### config.mk
export PLATFORM = sky130hd
export DESIGN_NAME = scgcr_back
export DESIGN_NICKNAME = d
export VERILOG_FILES = /design/src/sv/scgcr_pkg.sv /design/src/sv/scgcr_back.sv
export SDC_FILE = /design/constraint.sdc
export NUM_CORES = 1
export LEC_CHECK = 0
export BUFFER_PORTS_ARGS = -buffer_cell sky130_fd_sc_hd__buf_4
export CORE_MARGIN = 2
export CORE_UTILIZATION = 25
export DETAILED_ROUTE_END_ITERATION = 6
export PLACE_DENSITY_LB_ADDON = 0.25
export SLEW_MARGIN = 20
export SYNTH_ARGS = -nofsm -noshare
export SYNTH_HDL_FRONTEND = slang
export SYNTH_SLANG_ARGS = --single-unit
### constraint.sdc
create_clock -name clk -period 0.9 [get_ports clk]
set_input_delay 0.09 -clock clk [delete_from_list [all_inputs] [get_ports clk]]
set_output_delay 0.09 -clock clk [all_outputs]
set_load 0.1 [all_outputs]
### src/sv/scgcr_pkg.sv
// Shared types, widths and register codes of the scan geometry column remap core.
package scgcr_pkg;

    localparam int ROW_W     = 16;
    localparam int OFF_W     = 13;
    localparam int COL_W     = 15;
    localparam int HALF_W    = 14;
    localparam int STEP_W    = 32;
    localparam int T_W       = OFF_W + STEP_W;
    localparam int G2_W      = 2 * STEP_W;
    localparam int T2_W      = 2 * T_W;
    localparam int R_W       = G2_W + T2_W;
    localparam int B_W       = T2_W + 1 + 32;
    localparam int ROOT_BITS = 16;
    localparam int P_W       = B_W + ROOT_BITS;
    localparam int CMP_W     = R_W + 2;
    localparam int CFG_IDX_W = 3;

    typedef enum logic [CFG_IDX_W-1:0] {
        CFG_SRC_HALF_WIDTH = 3'd0,
        CFG_DST_HALF_WIDTH = 3'd1,
        CFG_OUT_WIDTH      = 3'd2,
        CFG_IMAGE_HEIGHT   = 3'd3,
        CFG_TAN_STEP       = 3'd4,
        CFG_SRC_GAIN       = 3'd5,
        CFG_NORTH_FLIP     = 3'd6
    } cfg_idx_t;

    typedef struct packed {
        logic [HALF_W-1:0] src_half_width;
        logic [HALF_W-1:0] dst_half_width;
        logic [COL_W-1:0]  out_width;
        logic [ROW_W-1:0]  image_height;
        logic [STEP_W-1:0] tan_step;
        logic [STEP_W-1:0] src_gain;
        logic              north_flip;
    } cfg_t;

    // Per-item side data that travels down the pipeline with the valid bit.
    typedef struct packed {
        logic [ROW_W-1:0] row;
        logic [OFF_W-1:0] off;
        logic             last;
    } item_t;

endpackage

### src/sv/scgcr_back.sv
// Output stage that forms the destination and source coordinates.
module scgcr_back
    import scgcr_pkg::*;
(
    input  logic                    clk,
    input  logic                    rst_n,
    input  cfg_t                    cfg,
    input  logic                    in_valid,
    input  item_t                   in_item,
    input  logic [ROOT_BITS-1:0]    in_k,
    output logic                    done,
    output logic [COL_W-1:0]        right_dest_col,
    output logic signed [COL_W-1:0] right_src_col,
    output logic [COL_W-1:0]        left_dest_col,
    output logic signed [COL_W-1:0] left_src_col,
    output logic [ROW_W-1:0]        src_row
);

    logic                    done_reg;
    logic [COL_W-1:0]        rd_reg, ld_reg;
    logic signed [COL_W-1:0] rs_reg, ls_reg;
    logic [ROW_W-1:0]        row_reg;

    logic [COL_W-1:0] k, rd, ld, z, a, i;

    assign k  = in_item.last ? '0 : in_k[COL_W-1:0];
    assign z  = COL_W'(cfg.dst_half_width);
    assign a  = COL_W'(cfg.src_half_width);
    assign i  = COL_W'(in_item.off);
    assign rd = z + i - COL_W'(1);
    assign ld = z - i;

    always_ff @(posedge clk or negedge rst_n)
    begin
        if (!rst_n)
        begin
            done_reg <= 1'b0;
        end
        else
        begin
            done_reg <= in_valid;
        end
    end

    always_ff @(posedge clk)
    begin
        rd_reg  <= cfg.north_flip ? cfg.out_width - rd : rd;
        ld_reg  <= cfg.north_flip ? cfg.out_width - ld : ld;
        row_reg <= cfg.north_flip ? cfg.image_height - in_item.row : in_item.row;
        rs_reg  <= a + k - COL_W'(1);
        ls_reg  <= a - k;
    end

    assign done           = done_reg;
    assign right_dest_col = rd_reg;
    assign right_src_col  = rs_reg;
    assign left_dest_col  = ld_reg;
    assign left_src_col   = ls_reg;
    assign src_row        = row_reg;

endmodule

Word-level counts from Yosys, hierarchy flattened --
Index checks and enable logic that the tools add are counted.
Word-level totals: bits in registers 77, input bits 173, output and inout port bits 77, word-level logic and storage cells 19
Cells by class: add/subtract/negate cells 9, mux-type cells 4
Operators with widths (count):
- $mux 15 | 3
- $sub 15x1->15 const B | 2
- $sub 15x15->15 | 2
- $mux 16 | 1
- $sub 16x16->16 | 1
- $add 14x13->15 | 1
- $add 14x15->15 | 1
- $sub 14x13->15 | 1
- $sub 14x15->15 | 1

Logic depth before layout (Yosys ltp) --
Gate-level depths: netlist of the first run.
depth after elaboration 4, mapped depth 21, depth with buffers taken out 21

Worst setup path after synthesis of the first run --
No wires, ideal clock.
path type input to register, start input port in_item[2] (netlist bit), end register rd_reg[14], in the netlist right_dest_col[14], library setup time 0.121 ns, arrival 3.770 ns, data required time 0.779 ns, path slack -2.991 ns, stages 21, path buffers 0, path through inv_1 > ha_1 > inv_1 > ha_1 > fa_1 > a211oi_1 > o221a_2 > a21oi_1 > xnor2_1 > ha_1 > nand2_1 > nor2_1 > a31oi_1 > o311a_1 > a31oi_2 > o221ai_1 > o211ai_2 > maj3_2 > a21oi_2 > mux2i_1 > xnor2_1
On the way: word-level cells in the longest chain between the ends 4
Ends and longest elaborated chain:
- start, declared | line scgcr_back.sv:9 | input item_t in_item,
- $add 14x13->15 (*) | line scgcr_back.sv:30 | assign rd = z + i - COL_W'(1);
- $sub 15x1->15 (*) | line scgcr_back.sv:30
- $sub 15x15->15 | line scgcr_back.sv:47 | rd_reg <= cfg.north_flip ? cfg.out_width - rd : rd;
- $mux 15 (*) | line scgcr_back.sv:47
- end signal, assigned | line scgcr_back.sv:47
- end, declared | line scgcr_back.sv:20 | logic [COL_W-1:0] rd_reg, ld_reg;
Every way passes the cells marked *; elsewhere a longest branch is shown, timed or not.

Worst setup path in the final report of the first run --
Ends and elaborated chain as after synthesis.

==> parameters.txt, run 1 <==
Parameter                              Value

Critical path
  Sort of element at the end of the critical path ... flop
  Crit path arrival time ... 3.70 ns
  Critical Path Source Type ... input port
  Startpoint-to-endpoint class of the critical path ... in -> reg
  Worst-path maximum fanout ... 3
  Data required time of the critical path ... 1.18 ns

STA
  Headroom to the max-slew limit ... 69.1%
  Final number of setup-violating endpoints ... 143
  Post-route clock period utilization ... 380%
  Pins over their slew limit ... 0
  Worst hold slack after final layout ... 0.0171 ns
  Actual transition at the worst max-transition pin ... 0.457 ns
  RSZ-0062 raised after global routing ... yes
  Worst setup margin ... -2.52 ns
  Peak Freq ... 292 MHz
  Final Hold Vio Count ... 0
  Final min period ... 3.42 ns

Yosys
  Synthesized net count ... 1134
  Main synth FF type ... sky130_fd_sc_hd__dfxtp_1
  Average instance area after synthesis ... 8.19 um^2
  Count of warnings emitted by yosys ... 0
  Fraction of the yosys area taken by sequential cells ... 22.5%
  Synthesized instance count ... 839
  Number of synthesized register bits ... 77
  Number of enable-type register cells in the synthesized netlist ... 0
  Distinct cell type count after synthesis ... 74
  Share of flip-flops with an asynchronous set or reset after synthesis ... 1.30%
  Post-synthesis cell area ... 6880 um^2

Drt
  Number of DRC markers after the initial detailed-route iteration ... 208
  Total routed wirelength ... 21.8 mm
  Routed wirelength normalized by instance count ... 12.9 um
  Pre-antenna DRT Iters ... 4
  Number of antenna-violating nets in the routed design ... 0
  DRC violations left ... 0
  Via count of the routed design ... 7329
  Detail-routed via count per cell ... 4.35

Die
  Total Die Area ... 28800 um^2
  Core box area ... 27000 um^2
  Starting density of the core ... 25.5%
  Die boundary width ... 170 um
  Vertical extent of the die ... 170 um
  # IOs ... 250
  Core Rows ... 60

GRT
  Largest net degree at the start of global routing ... 25
  Total routing resource utilization after global routing ... 15.2%
  Initial antenna violation count ... 0
  Global-route wire length before repair ... 35.3 mm
  Vias in the first global route ... 7621
  GRT overflow ... 0

Clock network
  H-tree level count ... 3
  Clock net sink count ... 77
  CTS tree ... done
  Longest Clk Path Bufs ... 2
  CTS clk-pin slew, worst paths ... 0.07 ns
  Clock root buffer ... sky130_fd_sc_hd__clkbuf_16
  Number of buffers inserted during clock tree synthesis ... 9

Power and ir drop
  Maximum VDD drop ... 1.71 mV
  Leak ... 6.73 nW
  Total power density per cell area ... 2250 nW/um^2

Cells and area
  Syn-to-layout area delta ... 103%
  Total non-filler cell area in the finished layout ... 14000 um^2
  Diode insertion count for antenna repair ... 0
  Number of filler instances in the final layout ... 2423
  Nets ... 1632
  Max reg flops ... 16
  Proportion of layout cells with a drive suffix above 1 ... 61.8%
  Fin util ... 51.8%

Worst hold path
  Worst Hold End ... src_row[9]
  Number of cells on the worst hold path ... 3
  Worst Hold Class ... in -> reg
  Startpoint of the most critical hold path ... in_item[23]

Flow run
  Max-Cap Viols ... 0

Placed design
  Instance area after placement ... 11200 um^2
  Detailed-placement wirelength estimate ... 17.3 mm
  I/O Buffers ... 184
  Final Wtd Congestion ... 0.784

Run status
  Failing checks ... negative setup slack
  Result of the run ... complete, but fails checks
[worst max-delay path by stage]
| stage | start | endpoint | slack (ns) | cells past startpoint |
|---|---|---|---|---|
| 5_1_grt | in_item[2] | right_dest_col[14] | -2.78 | 22 |
| 3_5_place_dp | in_item[2] | right_dest_col[14] | -3.08 | 22 |
| 3_3_place_gp | in_item[2] | right_dest_col[14] | -3.01 | 22 |
| 6_report | in_item[2] | right_dest_col[14] | -2.52 | 22 |
| 2_1_floorplan | in_item[2] | right_dest_col[14] | -2.74 | 21 |
| 4_1_cts | in_item[2] | right_dest_col[14] | -2.49 | 22 |
[layer usage]
metal	global-route usage, %	share of wire (%)
met5	0	0
met4	4.27	1.6
met3	2.05	3.6
met2	29.4	53
met1	17.4	42
[through the flow]
step	std cells	setup slack [ns]	setup TNS, ns	total power, mW
final	1683	-2.52	-78.43	31.5
after global routing	1683	-2.78	-88.77	33.1
after CTS	1665	-2.49	-82.98	30.7
after detailed placement	1611	-3.08	-106.41	22.4
after global placement	1611	-3.01	-105.59	22.3
after floorplan	839	-2.74	-75.67	17.1
[final cells by class]
type / instances / area [um^2] / area share, %
clock buffer: 12 / 246 / 1.77
clock inverter: 4 / 47.5 / 0.341
inverter: 153 / 637 / 4.56
multi-input combinational: 594 / 6030 / 43.2
sequential: 77 / 1650 / 11.8
tap: 341 / 427 / 3.06
timing repair buffer: 502 / 4920 / 35.3
[kinds of logic (layout without fill, tap and decap cells)]
| family | after synthesis | count (layout) | synth area share (%) |
|---|---|---|---|
| AOI/OAI and AO/OA | 205 | 205 | 20.0 |
| and+or+nand+nor | 178 | 178 | 13.4 |
| buffers and inverters | 168 | 671 | 9.23 |
| adders and majority gates | 130 | 130 | 24.2 |
| DFF | 77 | 77 | 22.5 |
| xor gates and xnor gates | 74 | 74 | 9.65 |
| muxes | 7 | 7 | 1.02 |
[cell usage in the layout (no fill, tap or decap), types with 9 or more instances in the layout]
master / Yosys / routed
sky130_fd_sc_hd__dfxtp_2: 0 / 73
sky130_fd_sc_hd__buf_6: 0 / 32
sky130_fd_sc_hd__buf_12: 0 / 78
sky130_fd_sc_hd__a21oi_2: 1 / 28
sky130_fd_sc_hd__a21o_1: 11 / 11
sky130_fd_sc_hd__a21boi_2: 0 / 9
sky130_fd_sc_hd__nand2_1: 37 / 32
sky130_fd_sc_hd__inv_1: 153 / 126
sky130_fd_sc_hd__xnor2_2: 1 / 25
sky130_fd_sc_hd__o21ai_1: 1 / 20
sky130_fd_sc_hd__nor2_1: 41 / 33
sky130_fd_sc_hd__xor2_1: 23 / 21
sky130_fd_sc_hd__o21ai_2: 0 / 22
sky130_fd_sc_hd__ha_4: 0 / 28
sky130_fd_sc_hd__a21oi_1: 49 / 16
sky130_fd_sc_hd__buf_4: 0 / 380
sky130_fd_sc_hd__nand2b_1: 22 / 16
sky130_fd_sc_hd__xnor2_1: 49 / 23
sky130_fd_sc_hd__inv_2: 0 / 18
sky130_fd_sc_hd__ha_1: 115 / 85
sky130_fd_sc_hd__o21bai_1: 14 / 10
sky130_fd_sc_hd__clkbuf_16: 0 / 9
[where the power goes]
group / total [mW] / switching, mW / internal (mW)
clock network: 3.76 / 1.54 / 2.22
registers: 5.47 / 0.836 / 4.63
logic: 22.2 / 12.3 / 9.94
total: 31.5 / 14.7 / 16.8
[synthesized netlist by cell type (4+ instances only)]
cell type                    n  area (um^2)
sky130_fd_sc_hd__maj3_1      6         60.1
sky130_fd_sc_hd__a21o_1     11         82.6
sky130_fd_sc_hd__nor2b_1    10         62.6
sky130_fd_sc_hd__nand2b_1   22          138
sky130_fd_sc_hd__dfxtp_1    76         1520
sky130_fd_sc_hd__a211oi_1    6         45.0
sky130_fd_sc_hd__mux2i_1     7         70.1
sky130_fd_sc_hd__nor2_1     41          154
sky130_fd_sc_hd__o22ai_1     4         25.0
sky130_fd_sc_hd__nor3b_1     4         30.0
sky130_fd_sc_hd__nand3_1    11         55.1
sky130_fd_sc_hd__inv_1     153          574
sky130_fd_sc_hd__ha_1      115         1440
sky130_fd_sc_hd__nor3_1     10         50.1
sky130_fd_sc_hd__fa_1        7          140
sky130_fd_sc_hd__o21a_1      8         60.1
sky130_fd_sc_hd__xor2_1     23          201
sky130_fd_sc_hd__clkbuf_1   12         45.0
sky130_fd_sc_hd__o21bai_1   14          105
sky130_fd_sc_hd__o21ai_0    47          235
sky130_fd_sc_hd__nand2_1    37          139
sky130_fd_sc_hd__a21boi_0   11         82.6
sky130_fd_sc_hd__and2_1      6         37.5
sky130_fd_sc_hd__a31oi_1     4         25.0
sky130_fd_sc_hd__o41ai_1     4         35.0
sky130_fd_sc_hd__or3_1      10         62.6
sky130_fd_sc_hd__a21oi_1    49          245
sky130_fd_sc_hd__or4_1       4         30.0
sky130_fd_sc_hd__o211ai_1    6         45.0
sky130_fd_sc_hd__nand4_1     4         25.0
sky130_fd_sc_hd__xnor2_1    49          429
[worst max-delay path: stages]
cell and delay [ns]:
sky130_fd_sc_hd__buf_8 0.09, sky130_fd_sc_hd__inv_12 0.03, sky130_fd_sc_hd__ha_4 0.25, sky130_fd_sc_hd__inv_2 0.04
sky130_fd_sc_hd__ha_4 0.15, sky130_fd_sc_hd__fa_2 0.38, sky130_fd_sc_hd__a211oi_2 0.21, sky130_fd_sc_hd__o221a_2 0.24
sky130_fd_sc_hd__a21oi_2 0.05, sky130_fd_sc_hd__xnor2_2 0.13, sky130_fd_sc_hd__ha_1 0.31, sky130_fd_sc_hd__nand2_2 0.08
sky130_fd_sc_hd__nor2_1 0.04, sky130_fd_sc_hd__a31oi_1 0.20, sky130_fd_sc_hd__o311a_4 0.24, sky130_fd_sc_hd__a31oi_4 0.10
sky130_fd_sc_hd__nor3_2 0.15, sky130_fd_sc_hd__o211ai_2 0.12, sky130_fd_sc_hd__maj3_2 0.32, sky130_fd_sc_hd__a21oi_2 0.13
sky130_fd_sc_hd__mux2i_1 0.22, sky130_fd_sc_hd__xnor2_1 0.14
[what timing repair did]
| item | in CTS | in global routing |
|---|---|---|
| hold buffers | 5 | 1 |
| setup endpoints to repair | 144 | 144 |
| pin swaps | 119 | 99 |
| buffers inserted | 41 | 30 |
| hold endpoints to repair | 5 | 1 |
| gates resized for setup | 372 | 93 |
Power figures use the tool's default switching activity.
==> inputs of run 2 (changes only) <==
- clock period: 0.9 -> 2.9 ns (I/O delays scaled with it)
==> run 2 against run 1 <==
Largest power group unchanged. Non-clock buffer count is 125 lower. Final area is 21% lower. Wire length is 8.4% lower. Cell count is 7.4% lower. Via count is 6.9% lower. Global-route usage is 1.6 points lower. The run still ends with negative setup slack left. Highest routed layer unchanged. Worst hold slack better by 0.047 ns. Total power is 74% lower. Core utilization is 11 points lower. Count of clock-buffer cells in the layout stayed put. Worst setup slack better by 1.8 ns. Sequential power is 73% lower.
==> parameters.txt, run 2 (synthesis gave the netlist of run 1 again) <==
Parameter                              Value

STA
  Post-route clock period utilization ... 125%
  Worst setup margin ... -0.737 ns (was -2.52 ns)
  Final min period ... 3.64 ns
  Final Hold Vio Count ... 0 (unchanged)
  Peak Freq ... 275 MHz
  Pins over their slew limit ... 0 (unchanged)
  Headroom to the max-slew limit ... 58.3% (was 69.1%)
  RSZ-0062 raised after global routing ... yes (unchanged)
  Final number of setup-violating endpoints ... 12 (was 143)
  Actual transition at the worst max-transition pin ... 0.624 ns (was 0.457 ns)

GRT
  Vias in the first global route ... 6788 (was 7621)
  GRT overflow ... 0 (unchanged)
  Largest net degree at the start of global routing ... 57 (was 25)
  Global-route wire length before repair ... 31.8 mm (was 35.3 mm)
  Initial antenna violation count ... 0 (unchanged)
  Total routing resource utilization after global routing ... 13.7% (was 15.2%)

Clock network
  Clock net sink count ... 77 (unchanged)
  CTS clk-pin slew, worst paths ... 0.06 ns (was 0.07 ns)
  Clock root buffer ... sky130_fd_sc_hd__clkbuf_16 (unchanged)
  Longest Clk Path Bufs ... 2 (unchanged)
  H-tree level count ... 3 (unchanged)
  Number of buffers inserted during clock tree synthesis ... 9 (unchanged)
  CTS tree ... done (unchanged)

Die
  Die boundary width ... 170 um (unchanged)
  Total Die Area ... 28800 um^2 (unchanged)
  Vertical extent of the die ... 170 um (unchanged)
  Core box area ... 27000 um^2 (unchanged)
  # IOs ... 250 (unchanged)
  Starting density of the core ... 25.5% (unchanged)
  Core Rows ... 60 (unchanged)

Worst hold path
  Worst Hold Class ... in -> reg (unchanged)
  Number of cells on the worst hold path ... 1 (was 3)

Cells and area
  Diode insertion count for antenna repair ... 0 (unchanged)
  Commonest cells after routing, fill and taps aside ... sky130_fd_sc_hd__buf_4 (366), sky130_fd_sc_hd__inv_1 (145), sky130_fd_sc_hd__ha_1 (100) (was sky130_fd_sc_hd__buf_4 (380), sky130_fd_sc_hd__inv_1 (126), sky130_fd_sc_hd__ha_1 (85))
  Syn-to-layout area delta ... 61.1% (was 103%)
  Total non-filler cell area in the finished layout ... 11100 um^2 (was 14000 um^2)
  Proportion of layout cells with a drive suffix above 1 ... 42.4% (was 61.8%)
  Max reg flops ... 16 (unchanged)
  Leading cell type in the layout, fill and taps excluded ... sky130_fd_sc_hd__buf_4 (unchanged)
  Nets ... 1507 (was 1632)

Critical path
  Delay contributed by the slowest stage of the critical path ... 0.38 ns (about the same)
  Startpoint-to-endpoint class of the critical path ... in -> reg (unchanged)
  Stages on worst setup path ... 22 (unchanged)
  Data required time of the critical path ... 3.17 ns (was 1.18 ns)
  Crit path arrival time ... 3.90 ns (was 3.70 ns)
  Sort of element at the end of the critical path ... flop (unchanged)
  Dominant delay contributor by cell family on the critical path ... adder cells (unchanged)
  Ordered cell list for the critical path ... buf_8 > inv_12 > ha_4 > inv_2 > ha_4 > fa_2 > a211oi_2 > o221a_2 > a21oi_2 > xnor2_2 > ha_1 > nand2_2 > nor2_2 > a31oi_1 > o311a_1 > a31oi_4 > o221ai_2 > o211ai_2 > maj3_2 > a21oi_2 > mux2i_1 > xnor2_1 (was buf_8 > inv_12 > ha_4 > inv_2 > ha_4 > fa_2 > a211oi_2 > o221a_2 > a21oi_2 > xnor2_2 > ha_1 > nand2_2 > nor2_1 > a31oi_1 > o311a_4 > a31oi_4 > nor3_2 > o211ai_2 > maj3_2 > a21oi_2 > mux2i_1 > xnor2_1)
  Worst-path maximum fanout ... 4 (was 3)
  Number of buffer and inverter stages on the critical path ... 3 (unchanged)
  Critical Path Source Type ... input port (unchanged)
  CP max-delay cell ... sky130_fd_sc_hd__fa_2 (unchanged)

Drt
  Number of DRC markers after the initial detailed-route iteration ... 220 (was 208)
  Detail-routed via count per cell ... 4.38 (was 4.35)
  DRC violations left ... 0 (unchanged)
  Pre-antenna DRT Iters ... 4 (unchanged)
  Routed wirelength normalized by instance count ... 12.8 um (was 12.9 um)
  Met1 wire length ... 8.96 mm (was 9.12 mm)
  Via count of the routed design ... 6825 (was 7329)
  Routed wire length on met2 ... 9.98 mm (was 11.5 mm)
  Total routed wirelength ... 19.9 mm (was 21.8 mm)
  Routed wl met3 ... 821 um (was 788 um)
  Number of antenna-violating nets in the routed design ... 0 (unchanged)
  Top sig layer ... met4 (unchanged)

Power and ir drop
  Maximum VDD drop ... 0.405 mV (was 1.71 mV)
  Total power density per cell area ... 749 nW/um^2 (was 2250 nW/um^2)
  Leak ... 5.52 nW (was 6.73 nW)

Run status
  Failing checks ... negative setup slack (unchanged)
  Result of the run ... complete, but fails checks (unchanged)

Placed design
  Instance area after placement ... 10100 um^2 (was 11200 um^2)
  Final Wtd Congestion ... 0.823 (was 0.784)
  Worst setup slack after placement ... -1.29 ns (was -3.08 ns)
  Detailed-placement wirelength estimate ... 16.5 mm (was 17.3 mm)
  I/O Buffers ... 184 (unchanged)

Flow run
  Max-Cap Viols ... 0 (unchanged)
## run 2: cell types whose count changed in the layout (fill, tap and decap cells not counted), sizes merged
cell	before	now
buf	496	376
dlygate4sd3	6	1
bufinv	1	2
clkinv	2	1
clkinvlp	1	0
inv	153	154
## run 2: layer usage
layer	up-vias	GRT usage (%)
met2	131	25.5
li1	3591	-
met5	-	0
met3	13	2.16
met4	0	3.01
met1	3090	16.4
## run 2: report_power, final
group          total, mW  switching [mW]  internal (mW)
Clock               1.31           0.484          0.830
Sequential          1.46          0.0981           1.36
Combinational       5.52            3.60           1.92
Total               8.29            4.18           4.11
## run 2: layout make-up
class / instances / area, um^2
Clock buffer: 12 / 267
Tap cell: 341 / 427
Multi-Input combinational cell: 594 / 5290
Inverter: 153 / 597
Fill cell: 2695 / 15900
Clock inverter: 4 / 77.6
Sequential cell: 77 / 1550
Timing Repair Buffer: 377 / 2880
## run 2: what timing repair did
item / CTS / global route
gates resized for setup: 66 / 60
setup buffers: 13 / 10
hold buffers: 1 / 0
pin swaps: 70 / 53
endpoints found under the setup margin: 19 / 26
hold endpoints to repair: 1 / 0
## run 2: path summary, 6_finish.rpt
kind,from,end,slack [ns]
max,in_item[2],right_dest_col[14],-0.74
min in group asynchronous,rst_n,done,0.27
max in group asynchronous,rst_n,done,2.55
min,in_valid,done,0.06
## run 2: through the flow
step	TNS [ns]	utilization (%)	cells	power, mW	hold WS, ns
finish	-4.97	41.1	1558	8.29	0.0638
global route	-7.04	41.1	1558	8.74	0.0451
CTS	-5.26	40.0	1551	8.24	0.0355
detailed placement	-17.62	37.3	1521	6.64	0.0659
global placement	-16.67	37.3	1521	6.62	0.0661
floorplan	-5.85	-	839	5.13	-0.00559
==> inputs of run 3 (changes only) <==
--- a/config.mk
+++ b/config.mk
@@ -11,3 +11,3 @@
 export DETAILED_ROUTE_END_ITERATION = 6
-export PLACE_DENSITY_LB_ADDON = 0.25
+export PLACE_DENSITY = 0.47
 export SLEW_MARGIN = 20
==> constraint.sdc (replaced) <==
create_clock -name clk -period 2.9 [get_ports clk]
set_input_delay 0.58 -clock clk [delete_from_list [all_inputs] [get_ports clk]]
set_output_delay 0.58 -clock clk [all_outputs]
set_load 0.1 [all_outputs]
==> run 3 against run 2 <==
The flow still finishes with violations (negative setup slack). Flip-flop and latch count is the same. Worst hold slack gained 0.27 ns. Clock power shrank 9%. Sequential power is essentially flat. Core utilization grew 1.0 points. Total power grew 0.70%. Worst setup slack lost 0.34 ns. Combinational power grew 3%. Critical path depth grew 1. Final area grew 2.5%. Fmax shrank 8.6%. Via count shrank 0.16%. Largest cell class unchanged. Highest routed layer unchanged.
==> parameters.txt, run 3 (synthesis gave the netlist of run 1 again) <==
Parameter                              Value

Power and ir drop
  Maximum VDD drop ... 0.347 mV (was 0.405 mV)
  Total power density per cell area ... 736 nW/um^2 (was 749 nW/um^2)
  Leak ... 5.61 nW (was 5.52 nW)
  Internal Dissipation ... 4.10 mW (was 4.11 mW)
  Proportion of power drawn by combinational gates ... 68.4% (was 66.6%)
  Fraction of power consumed by the clock network ... 14.3% (was 15.9%)
  Sw Pwr ... 4.25 mW (was 4.18 mW)
  Overall power of the completed layout ... 8.35 mW (was 8.29 mW)
  Power share of the sequential group ... 17.3% (was 17.6%)
  Switching power share of the total ... 50.9% (was 50.4%)

Cells and area
  Proportion of layout cells with a drive suffix above 1 ... 45.5% (was 42.4%)
  Total non-filler cell area in the finished layout ... 11400 um^2 (was 11100 um^2)
  Diode insertion count for antenna repair ... 0 (unchanged)
  Syn-to-layout area delta ... 65.1% (was 61.1%)
  Max reg flops ... 16 (unchanged)
  Nets ... 1518 (was 1507)
  Leading cell type in the layout, fill and taps excluded ... sky130_fd_sc_hd__buf_4 (unchanged)
  Commonest cells after routing, fill and taps aside ... sky130_fd_sc_hd__buf_4 (369), sky130_fd_sc_hd__inv_1 (144), sky130_fd_sc_hd__ha_1 (94) (was sky130_fd_sc_hd__buf_4 (366), sky130_fd_sc_hd__inv_1 (145), sky130_fd_sc_hd__ha_1 (100))

Placed design
  Worst setup slack after placement ... -1.57 ns (was -1.29 ns)
  Detailed-placement wirelength estimate ... 16.5 mm (about the same)
  Final Wtd Congestion ... 0.801 (was 0.823)
  Instance area after placement ... 10100 um^2 (about the same)
  I/O Buffers ... 184 (unchanged)

GRT
  Total routing resource utilization after global routing ... 14.1% (was 13.7%)
  Vias in the first global route ... 6905 (was 6788)
  Global-route wire length before repair ... 32.8 mm (was 31.8 mm)
  Largest net degree at the start of global routing ... 57 (unchanged)
  Initial antenna violation count ... 0 (unchanged)
  GRT overflow ... 0 (unchanged)

STA
  Post-route clock period utilization ... 137% (was 125%)
  Final number of setup-violating endpoints ... 18 (was 12)
  Final Hold Vio Count ... 0 (unchanged)
  Actual transition at the worst max-transition pin ... 0.620 ns (was 0.624 ns)
  Worst setup margin ... -1.08 ns (was -0.737 ns)
  Peak Freq ... 251 MHz (was 275 MHz)
  Final min period ... 3.98 ns (was 3.64 ns)
  RSZ-0062 raised after global routing ... yes (unchanged)
  Worst hold slack after final layout ... 0.336 ns (was 0.0638 ns)
  Headroom to the max-slew limit ... 58.7% (was 58.3%)
  Pins over their slew limit ... 0 (unchanged)

Die
  Die boundary width ... 170 um (unchanged)
  Total Die Area ... 28800 um^2 (unchanged)
  # IOs ... 250 (unchanged)
  Core box area ... 27000 um^2 (unchanged)
  Vertical extent of the die ... 170 um (unchanged)
  Starting density of the core ... 25.5% (unchanged)
  Core Rows ... 60 (unchanged)

Run status
  Result of the run ... complete, but fails checks (unchanged)
  Failing checks ... negative setup slack (unchanged)

Clock network
  CTS tree ... done (unchanged)
  Clock root buffer ... sky130_fd_sc_hd__clkbuf_16 (unchanged)
  Longest Clk Path Bufs ... 2 (unchanged)
  Number of buffers inserted during clock tree synthesis ... 9 (unchanged)
  CTS clk-pin slew, worst paths ... 0.06 ns (about the same)
  H-tree level count ... 3 (unchanged)
  Clock net sink count ... 77 (unchanged)

Drt
  Pre-antenna DRT Iters ... 4 (unchanged)
  Detail-routed via count per cell ... 4.34 (was 4.38)
  DRC violations left ... 0 (unchanged)
  Via count of the routed design ... 6814 (was 6825)
  Total routed wirelength ... 20.3 mm (was 19.9 mm)
  Number of antenna-violating nets in the routed design ... 0 (unchanged)
  Number of DRC markers after the initial detailed-route iteration ... 210 (was 220)
  Routed wirelength normalized by instance count ... 12.9 um (was 12.8 um)

Critical path
  Startpoint-to-endpoint class of the critical path ... in -> reg (unchanged)
  Sort of element at the end of the critical path ... flop (unchanged)
  Delay contributed by the slowest stage of the critical path ... 0.38 ns (about the same)
  Number of buffer and inverter stages on the critical path ... 7 (was 3)
  CP max-delay cell ... sky130_fd_sc_hd__fa_2 (unchanged)
  Origin of the worst setup path ... in_item[2] (unchanged)
  Crit path arrival time ... 4.25 ns (was 3.90 ns)
  Worst-path maximum fanout ... 3 (was 4)
  Ordered cell list for the critical path ... buf_8 > inv_12 > ha_4 > inv_2 > ha_4 > fa_2 > a211oi_2 > o221a_2 > a21oi_2 > xnor2_2 > ha_1 > nand2_2 > nor2_2 > a31oi_1 > o311a_4 > a31oi_4 > buf_4 > buf_6 > buf_6 > buf_6 > or3_4 > a21o_1 > xnor2_2 (was buf_8 > inv_12 > ha_4 > inv_2 > ha_4 > fa_2 > a211oi_2 > o221a_2 > a21oi_2 > xnor2_2 > ha_1 > nand2_2 > nor2_2 > a31oi_1 > o311a_1 > a31oi_4 > o221ai_2 > o211ai_2 > maj3_2 > a21oi_2 > mux2i_1 > xnor2_1)
  Cell with the most instances on the worst path ... sky130_fd_sc_hd__buf_6
  Dominant delay contributor by cell family on the critical path ... compound AO/OA/AOI/OAI gates (was adder cells)
  Data required time of the critical path ... 3.17 ns (about the same)
  Critical Path Source Type ... input port (unchanged)

Worst hold path
  Number of cells on the worst hold path ... 1 (unchanged)
  Worst Hold End ... done (unchanged)
  Startpoint of the most critical hold path ... in_valid (unchanged)
  Worst Hold Class ... in -> reg (unchanged)

Flow run
  Max-Cap Viols ... 0 (unchanged)
-- run 3: cell types whose count changed in the layout (fill, tap and decap cells not counted), moves of 3 or more --
cell	previous run	this run
sky130_fd_sc_hd__buf_6	8	15
sky130_fd_sc_hd__ha_1	100	94
sky130_fd_sc_hd__o21ai_0	29	23
sky130_fd_sc_hd__o21ai_2	7	13
sky130_fd_sc_hd__a21oi_1	30	25
sky130_fd_sc_hd__xnor2_1	43	38
sky130_fd_sc_hd__xnor2_2	7	12
sky130_fd_sc_hd__a21oi_2	18	22
sky130_fd_sc_hd__ha_4	14	18
sky130_fd_sc_hd__a21boi_2	3	6
sky130_fd_sc_hd__buf_4	366	369
-- run 3: worst max path at each step --
stage                               endpoint  slack, ns  cells after the start
final                     right_dest_col[10]      -1.08                     23
after global routing      right_dest_col[14]      -1.23                     22
after CTS                 right_dest_col[14]      -1.00                     22
after detailed placement  right_dest_col[14]      -1.57                     22
after global placement    right_dest_col[14]      -1.48                     22
after floorplan           right_dest_col[14]      -1.23                     21
-- run 3: area by class of cell --
class / count / area [um^2]
Clock buffer: 11 / 243
Clock inverter: 5 / 60.1
Fill cell: 2716 / 15600
Inverter: 153 / 597
Multi-Input combinational cell: 594 / 5490
Sequential cell: 77 / 1550
Tap cell: 341 / 427
Timing Repair Buffer: 388 / 2990
-- run 3: metrics by stage --
| step | instances | utilization, % | TNS, ns |
|---|---|---|---|
| after global placement | 1517 | 37.5 | -22.87 |
| after detailed placement | 1517 | 37.5 | -23.49 |
| after CTS | 1549 | 40.1 | -9.84 |
| after global routing | 1569 | 42.1 | -12.39 |
| after floorplan | 839 | - | -9.59 |
| final | 1569 | 42.1 | -9.58 |
-- run 3: what timing repair did --
item	CTS	global route
setup buffers	16	23
hold buffers	1	0
endpoints found under the hold margin	1	0
pin swaps	71	92
gates resized for setup	66	89
setup endpoints to repair	22	30
-- run 3: power groups by stage --
| stage | clock network (mW) | registers [mW] | logic, mW |
|---|---|---|---|
| floorplan | 0 | 3.63 | 1.52 |
| global placement | 0 | 1.48 | 5.15 |
| detailed placement | 0 | 1.47 | 5.17 |
| CTS | 1.24 | 1.45 | 5.44 |
| global route | 1.28 | 1.47 | 6.06 |
| finish | 1.19 | 1.45 | 5.71 |
-- run 3: routing by layer --
layer	vias up	track usage [%]	wire, um
met1	3068	17.2	9050
met2	117	25.7	10100
li1	3616	-	-
met3	13	2.07	805
met4	0	4.05	259
met5	-	0	0
